<file path="config.mk">
export PLATFORM = sky130hd
export DESIGN_NAME = pcfwrl_ctrl
export DESIGN_NICKNAME = d
export VERILOG_FILES = /design/src/hw/rtl/pcfwrl_pkg.sv /design/src/hw/rtl/pcfwrl_ctrl.sv
export SDC_FILE = /design/constraint.sdc
export NUM_CORES = 1
export LEC_CHECK = 0
export BUFFER_PORTS_ARGS = -buffer_cell sky130_fd_sc_hd__buf_4
export CORE_MARGIN = 5
export CORE_UTILIZATION = 53
export DETAILED_ROUTE_END_ITERATION = 7
export PLACE_DENSITY = 0.92
export SLEW_MARGIN = 30
export SYNTH_ARGS = -nofsm -noshare
export SYNTH_HDL_FRONTEND = slang
export SYNTH_SLANG_ARGS = --single-unit
</file>
<file path="constraint.sdc">
create_clock -name clk -period 7.3 [get_ports clk]
set_input_delay 1.46 -clock clk [delete_from_list [all_inputs] [get_ports clk]]
set_output_delay 1.46 -clock clk [all_outputs]
set_load 0.02 [all_outputs]
</file>
<file path="src/hw/rtl/pcfwrl_pkg.sv">
// Shared types and constants of the per-client fixed-window rate limiter.
package pcfwrl_pkg;

	localparam int CFG_IDX_W   = 4;
	localparam int CFG_DATA_W  = 16;
	localparam int COUNT_W     = 16;
	localparam int IN_TDATA_W  = 64;
	localparam int OUT_TDATA_W = 24;

	// Configuration register indexes
	localparam logic [CFG_IDX_W-1:0] REG_REQUESTS_PER_WINDOW = 4'd0;
	localparam logic [CFG_IDX_W-1:0] REG_WINDOW_SECONDS      = 4'd1;

	localparam logic [CFG_DATA_W-1:0] RESET_REQUESTS_PER_WINDOW = 16'd60;
	localparam logic [CFG_DATA_W-1:0] RESET_WINDOW_SECONDS      = 16'd60;
	localparam logic [COUNT_W-1:0]    COUNT_MAX                 = 16'hFFFF;

	// One table entry as stored in the entry memory
	typedef struct packed {
		logic [31:0]        peer_ip;
		logic [COUNT_W-1:0] request_count;
		logic [31:0]        win_begin;
	} entry_t;

	// Memory port strobes
	typedef struct packed {
		logic rd_en;
		logic wr_en;
	} ram_ctrl_t;

	// One result item
	typedef struct packed {
		logic               table_cleared;
		logic               new_client;
		logic [COUNT_W-1:0] request_count;
		logic               limited;
	} result_t;

endpackage

</file>
<file path="src/hw/rtl/pcfwrl_ctrl.sv">
// Lookup sequencer: scans the entry memory, updates the window count, builds the result.
module pcfwrl_ctrl #(
	parameter int MAX_CLIENTS = 256,
	parameter int IDX_W       = 8,
	parameter int OCC_W       = 9
) (
	input  logic                                  clk,
	input  logic                                  arst_n,
	// request side
	input  logic                                  in_valid,
	output logic                                  in_ready,
	input  logic                                  address_valid,
	input  logic [31:0]                           peer_ip,
	input  logic [31:0]                           now_seconds,
	// configuration
	input  logic [pcfwrl_pkg::CFG_DATA_W-1:0]     requests_per_window,
	input  logic [pcfwrl_pkg::CFG_DATA_W-1:0]     window_seconds,
	// entry memory
	output pcfwrl_pkg::ram_ctrl_t                 ram_ctrl,
	output logic [IDX_W-1:0]                      rd_idx,
	output logic [IDX_W-1:0]                      wr_idx,
	output pcfwrl_pkg::entry_t                    wr_entry,
	input  pcfwrl_pkg::entry_t                    rd_entry,
	// result side
	output logic                                  res_valid,
	input  logic                                  res_ready,
	output pcfwrl_pkg::result_t                   res
);
	import pcfwrl_pkg::*;

	typedef enum logic [4:0] {
		ST_IDLE   = 5'b00001,
		ST_SCAN   = 5'b00010,
		ST_EVAL   = 5'b00100,
		ST_COMMIT = 5'b01000,
		ST_DONE   = 5'b10000
	} state_t;

	state_t             state_q;
	logic [31:0]        addr_q;
	logic [31:0]        now_q;
	logic [OCC_W-1:0]   issue_q;
	logic [OCC_W-1:0]   occ_q;
	logic               valid_s1;
	logic [IDX_W-1:0]   idx_s1;
	logic               hit_q;
	logic [IDX_W-1:0]   hit_idx_q;
	logic [COUNT_W-1:0] count_q;
	logic [31:0]        start_q;
	logic               expired_q;
	result_t            res_q;

	logic               rd_more;
	logic               hit_now;
	logic               table_full;
	logic [COUNT_W-1:0] new_count;
	logic [31:0]        new_start;

	// Valid entries always sit in slots 0 .. occupancy-1: inserts take the first
	// free slot and only a full clear frees anything.
	assign rd_more    = (issue_q < occ_q);
	assign hit_now    = valid_s1 && (rd_entry.peer_ip == addr_q);
	assign table_full = (occ_q == OCC_W'(MAX_CLIENTS));

	// updated count and window start
	always_comb begin
		if (expired_q) begin
			new_count = COUNT_W'(1);
			new_start = now_q;
		end else begin
			new_count = (count_q == COUNT_MAX) ? COUNT_MAX : count_q + COUNT_W'(1);
			new_start = start_q;
		end
	end

	// memory access
	always_comb begin
		ram_ctrl.rd_en         = (state_q == ST_SCAN) && rd_more;
		ram_ctrl.wr_en         = (state_q == ST_COMMIT) && (hit_q || !table_full);
		rd_idx                 = issue_q[IDX_W-1:0];
		wr_idx                 = hit_q ? hit_idx_q : occ_q[IDX_W-1:0];
		wr_entry.peer_ip       = addr_q;
		wr_entry.request_count = new_count;
		wr_entry.win_begin     = new_start;
	end

	assign in_ready  = (state_q == ST_IDLE);
	assign res_valid = (state_q == ST_DONE);
	assign res       = res_q;

	// control state
	always_ff @(posedge clk or negedge arst_n) begin
		if (!arst_n) begin
			state_q  <= ST_IDLE;
			occ_q    <= '0;
			valid_s1 <= 1'b0;
			issue_q  <= '0;
		end else begin
			unique case (state_q)
				ST_IDLE: begin
					valid_s1 <= 1'b0;
					issue_q  <= '0;
					if (in_valid) begin
						state_q <= address_valid ? ST_SCAN : ST_DONE;
					end
				end
				ST_SCAN: begin
					valid_s1 <= rd_more;
					if (rd_more) begin
						issue_q <= issue_q + OCC_W'(1);
					end
					if (hit_now || (!valid_s1 && !rd_more)) begin
						state_q <= ST_EVAL;
					end
				end
				ST_EVAL: begin
					state_q <= ST_COMMIT;
				end
				ST_COMMIT: begin
					if (!hit_q) begin
						occ_q <= table_full ? '0 : occ_q + OCC_W'(1);
					end
					state_q <= ST_DONE;
				end
				ST_DONE: begin
					if (res_ready) begin
						state_q <= ST_IDLE;
					end
				end
				default: state_q <= ST_IDLE;
			endcase
		end
	end

	// request payload and scan datapath
	always_ff @(posedge clk) begin
		idx_s1 <= rd_idx;
		if (state_q == ST_IDLE && in_valid) begin
			addr_q <= peer_ip;
			now_q  <= now_seconds;
			res_q  <= '0;
		end
		// first matching entry wins; a scan that runs dry is a miss
		if (state_q == ST_SCAN) begin
			if (hit_now) begin
				hit_q     <= 1'b1;
				hit_idx_q <= idx_s1;
				count_q   <= rd_entry.request_count;
				start_q   <= rd_entry.win_begin;
			end else if (!valid_s1 && !rd_more) begin
				hit_q     <= 1'b0;
				hit_idx_q <= '0;
				count_q   <= '0;
				start_q   <= now_q;
			end
		end
		// window expiry, elapsed time modulo 2^32
		if (state_q == ST_EVAL) begin
			expired_q <= ((now_q - start_q) >= {16'b0, window_seconds});
		end
		if (state_q == ST_COMMIT) begin
			res_q.limited       <= (new_count > requests_per_window);
			res_q.request_count <= new_count;
			res_q.new_client    <= !hit_q;
			res_q.table_cleared <= !hit_q && table_full;
		end
	end

endmodule

</file>
* Word-level counts from Yosys, hierarchy flattened
Cells that the tools add are included.
** Word-level totals
- Bits of input ports :: 181
- Logic and storage cells :: 77
- Flip-flop bits (word level) :: 173
- Output and inout bits :: 119
** Cells by class
- Magnitude comparators :: 3
- Multiplexer cells :: 22
- Bitwise logic cells :: 1
- Reduce and logical (&&, ||, !) cells :: 19
- Add/subtract/negate cells :: 4
- Eq/ne operators :: 12
** Operator list (count)
- $mux 32 :: 3
- $mux 16 :: 4
- $mux 19 :: 2
- $eq 32x32->1 :: 1
- $ge 32x16->1 :: 1
- $sub 32x32->32 :: 1
- $pmux 5 s5 :: 1
- $mux 8 :: 3
- $mux 5 :: 4
- $add 9x1->9 const B :: 2
- $mux 9 :: 2
- $pmux 9 s2 :: 1
- $add 16x1->16 const B :: 1
- $eq 16x16->1 const B :: 1
- $gt 16x16->1 :: 1
- $eq 9x9->1 const B :: 1
- $lt 9x9->1 :: 1
- $logic_and 1x1->1 :: 6
- $reduce_and 2->1 :: 3
- $reduce_bool 2->1 :: 3
- $eq 5x1->1 const B :: 1
- $eq 5x2->1 const B :: 1
- $eq 5x3->1 const B :: 1
- $eq 5x4->1 const B :: 1
- other kinds (9) :: 15

* Depth between registers and ports, before layout
- Depth after elaboration :: 6
- Gate-level depth with buffers :: 20
- Gate-level depth less buffers :: 20

* Worst setup path before layout
Ideal clock, no wire load.
- Kind :: in2reg
- Start point :: in rd_entry[64] in the netlist's numbering
- End point :: reg count_q[0] (enable)
- Arrival :: 5.800 ns
- Setup slack :: 1.009 ns
- Stages on the path :: 8
- Path through :: xor2_1 > nor4_1 > and3_1 > nand4b_1 > or4b_2 > clkbuf_1 > clkbuf_1 > a21oi_1
** On the way
- Cells in the longest elaborated chain, start to end :: 4
** RTL lines
- start, declared :: line pcfwrl_ctrl.sv:23 : input pcfwrl_pkg::entry_t rd_entry,
- $eq 32x32->1 :: line pcfwrl_ctrl.sv:62 : assign hit_now = valid_s1 && (rd_entry.peer_ip == addr_q);
- $logic_and 1x1->1 :: line pcfwrl_ctrl.sv:62
- $reduce_bool 2->1 (no source line)
- $reduce_and 2->1 (no source line)
- end signal, assigned :: line pcfwrl_ctrl.sv:148 : count_q <= rd_entry.request_count;
- end, declared :: line pcfwrl_ctrl.sv:48 : logic [COUNT_W-1:0] count_q;
No other way between the ends.
A chain may end at the register's enable or synchronous reset.

* Final worst setup path
- Start point :: in rd_entry[74] in the netlist's numbering
- End point :: reg start_q[5] (enable)
** On the way
- Cells in the longest elaborated chain, start to end :: 4
** RTL lines
- $eq 32x32->1 :: line pcfwrl_ctrl.sv:62
- $logic_and 1x1->1 :: line pcfwrl_ctrl.sv:62
- $reduce_bool 2->1 (no source line)
- $reduce_and 2->1 (no source line)
- end signal, assigned :: line pcfwrl_ctrl.sv:149 : start_q <= rd_entry.win_begin;
- end signal, assigned :: line pcfwrl_ctrl.sv:154 : start_q <= now_q;
- end, declared :: line pcfwrl_ctrl.sv:49 : logic [31:0] start_q;
No other way between the ends.

==> results.sh <==
export IMPL_core_rowCount=51
export IMPL_final_core_util_pct=69.6
export IMPL_synth_area_leaders="edfxtp_1 (40%), ha_1 (8.8%), nand2_1 (6.4%), dfrtp_1 (5.4%), o21ai_0 (3.7%)"
export IMPL_relSlewSlack_pct=40.3
export IMPL_finalSetupTns_ps=0
export IMPL_nets=1638
export IMPL_switching_share_pct=37.3
export IMPL_cts_htree_levels=4
export IMPL_gp_congestion=0.947
export IMPL_synth_top_family_by_area="simple AND/OR/NAND/NOR gates"
export IMPL_yosysTopAreaCell="edfxtp_1"
export IMPL_synth_edf_count=141
export IMPL_min_period_ps=4680
export IMPL_synth_main_ff_cell="edfxtp_1"
export IMPL_synthSimpleGateAreaFrac_pct=18.0
export IMPL_ys_seq_elements=173
export IMPL_die_w_um=152
export IMPL_hold_viol=0
export IMPL_cp_common_cell="buf_4"
export IMPL_end_kind="flop"
export IMPL_routed_wl_mm=30.0
export IMPL_initial_utilization_pct=54.2
export IMPL_die_area_mm2=0.0230
export IMPL_cellLeakagePower_nw=6.07
export IMPL_skew_ps=15.7
export IMPL_switchingPower_w=0.00138
export IMPL_synth_compound_area_share_pct=13.9
export IMPL_cts_sinks=173
export IMPL_drive_gt1_share_pct=25.5
export IMPL_rsz0062_at_grt="no"
export IMPL_crit_path_max_fanout=34
export IMPL_ant_nets=0
export IMPL_hpwl_mm=23.5
export IMPL_drt_iter0_drc=530
export IMPL_synthesis_area_mm2=0.0106
export IMPL_syn_nets=1362
export IMPL_cts_buffer_depth=2
export IMPL_yosys_warnings=0
export IMPL_synth_adder_area_share_pct=9.03
export IMPL_cts_tree="yes"
export IMPL_track_usage_pct=25.6
export IMPL_crit_arrival_ps=4740
export IMPL_syn_avg_cell_area_um2=9.61
export IMPL_grt_max_degree=66
export IMPL_cts_made_buffers=17
export IMPL_clockPowerShare_pct=24.2
export IMPL_io_buffer_count=299
export IMPL_critical_path_max_stage_delay_ps=990
export IMPL_n_fill_cell=1459
export IMPL_fmax_mhz=214
export IMPL_grt_pass1_wl_mm=45.7
export IMPL_num_antenna_cells=0
export IMPL_multi_input_area_mm2=0.00507
export IMPL_synth_top_area_share_pct=39.9
export IMPL_muxShareOfSynthArea_pct=0.802
export IMPL_synthDistinctLibCells=66
export IMPL_start_kind="input pin"
export IMPL_crit_type="in2reg"
export IMPL_avgRoutedWirePerCell_um=18.1
export IMPL_regArea_mm2=0.00500
export IMPL_synth_common_cells="nand2_1 (181), edfxtp_1 (141), inv_1 (93)"
export IMPL_synth_xor_area_share_pct=5.69
export IMPL_maxCapViolations=0
export IMPL_syn_instance_count=1105
export IMPL_synth_most_common_cell="nand2_1"
export IMPL_report_final_slew_viol_count=0
export IMPL_vias_per_cell=5.57
export IMPL_yosysSeqAreaShare_pct=47.1
export IMPL_firstDrtPassIters=5
export IMPL_setup_viol=0
export IMPL_post_cts_setup_buffers=0
export IMPL_worstPathCellList="buf_4 -> xor2_1 -> nor4_1 -> and4b_1 -> or4b_2 -> a21oi_4 -> buf_4"
export IMPL_min_period_over_period_pct=64.1
export IMPL_grt_antenna_before_repair=0
export IMPL_drc=0
export IMPL_via_count=9237
export IMPL_fp_coreArea_mm2=0.0196
export IMPL_grt_pass1_vias=9150
export IMPL_worst_slew_pin_slew_ps=895
export IMPL_cp_required_ps=7360
export IMPL_die_h_um=152
export IMPL_internal_power_w=0.00232
export IMPL_path_clk_slew_ps=60
export IMPL_combPwrFrac_pct=38.0
export IMPL_power_total_w=0.00371
export IMPL_critPathTopFamily="simple AND/OR/NAND/NOR gates"
export IMPL_grt_ovfl_total=0
export IMPL_cts_resized=0
export IMPL_clk_latency_ps=430
export IMPL_io_pins=300
export IMPL_clockRootBuffer="clkbuf_16"
export IMPL_synth_async_reset_ratio_pct=13.9
export IMPL_critPathBufInv=2
export IMPL_peakVddDrop_uv=151
export IMPL_outcome="completed"
export IMPL_crit_slowest_cell="or4b_2"
export IMPL_hold_buffers=0
export IMPL_rrSetupSlack_ps=2810
export IMPL_p_per_area_mw_per_mm2=272
export IMPL_seqPwrFrac_pct=37.8
export IMPL_syn2layout_area_growth_pct=28.4
export IMPL_hp_class="reg2reg"
==> final cells by class <==
class,instances,share of cell area (%)
Inverter,93,2.56
Multi-Input combinational cell,791,37.2
Sequential cell,173,36.7
Timing Repair Buffer,305,16.8
Tap cell,265,2.43
Clock buffer,19,3.32
Clock inverter,13,1.01
==> flip-flops by register name, summed over array words and instances (netlist names), 8 cells and up <==
name and flops:
res 19, start_q 32, occ_q 9, issue_q 9
idx_s1 8, hit_idx_q 8, now_q 32, count_q 16
addr_q 32
==> power by group through the flow <==
stage | clock [W] | sequential [W] | combinational, W
after detailed placement | 0 | 0.00142 | 0.00140
after CTS | 0.000912 | 0.00140 | 0.00141
after floorplan | 0 | 0.00148 | 0.000826
after global placement | 0 | 0.00142 | 0.00136
final | 0.000897 | 0.00140 | 0.00141
after global routing | 0.000955 | 0.00142 | 0.00155
==> kinds of logic (layout without fill, tap and decap cells) <==
logic type | after synthesis | count (layout)
flip-flops | 173 | 173
AND/OR/NAND/NOR | 403 | 403
AO/OA/AOI/OAI | 235 | 235
buffers and inverters | 141 | 430
multiplexers | 8 | 8
adder cells (fa/ha/maj) | 76 | 76
XOR/XNOR | 69 | 69
==> per-stage QoR <==
step	setup slack, ps	std cells	cell area (um2)	hold WS, ps
after floorplan	1010	1105	10600	424
after global placement	2220	1626	13000	484
after detailed placement	2150	1627	13000	491
after CTS	2600	1659	13600	506
after global routing	2510	1659	13600	527
final	2620	1659	13600	506
==> worst reg2reg max path: cells and delay by family (launching register included) <==
| kind | cells | cell delay, ps |
|---|---|---|
| AO/OA/AOI/OAI | 10 | 2040 |
| AND/OR/NAND/NOR | 5 | 1000 |
| adder cells (fa/ha/maj) | 2 | 580 |
| flip-flops | 1 | 490 |
| XOR/XNOR | 1 | 110 |
==> cells in the final DEF (no fill, tap or decap), drive strengths merged, types with 14 or more instances in the layout <==
master and n:
nand4 15, xor2 37, edfxtp 141, nor2 64, nor4 17, buf 305
a21o 14, dfrtp 23, nor3 20, nand2 181, a21oi 60, ha 75
clkbuf 19, a211oi 15, and2 30, o21ai 79, nand3 25, xnor2 32
inv 101
==> per-layer routing <==
layer,vias up,part of all wire [%],global-route usage (%)
met5,-,0,0
met4,0,2.9,9.61
met3,57,8.4,6.01
met2,380,49,44.8
met1,4336,39,30.6
li1,4464,-,-
==> final timing paths <==
| kind | start | end | cells past startpoint |
|---|---|---|---|
| max in group asynchronous | arst_n | state_q[0] | 1 |
| setup / recovery | rd_entry[74] | start_q[5] | 7 |
| hold reg to reg | idx_s1[5] | hit_idx_q[5] | 1 |
| min in group asynchronous | arst_n | occ_q[1] | 1 |
| setup reg to reg | now_q[2] | expired_q | 18 |
| hold / removal | idx_s1[5] | hit_idx_q[5] | 1 |
Power figures use the tool's default switching activity.
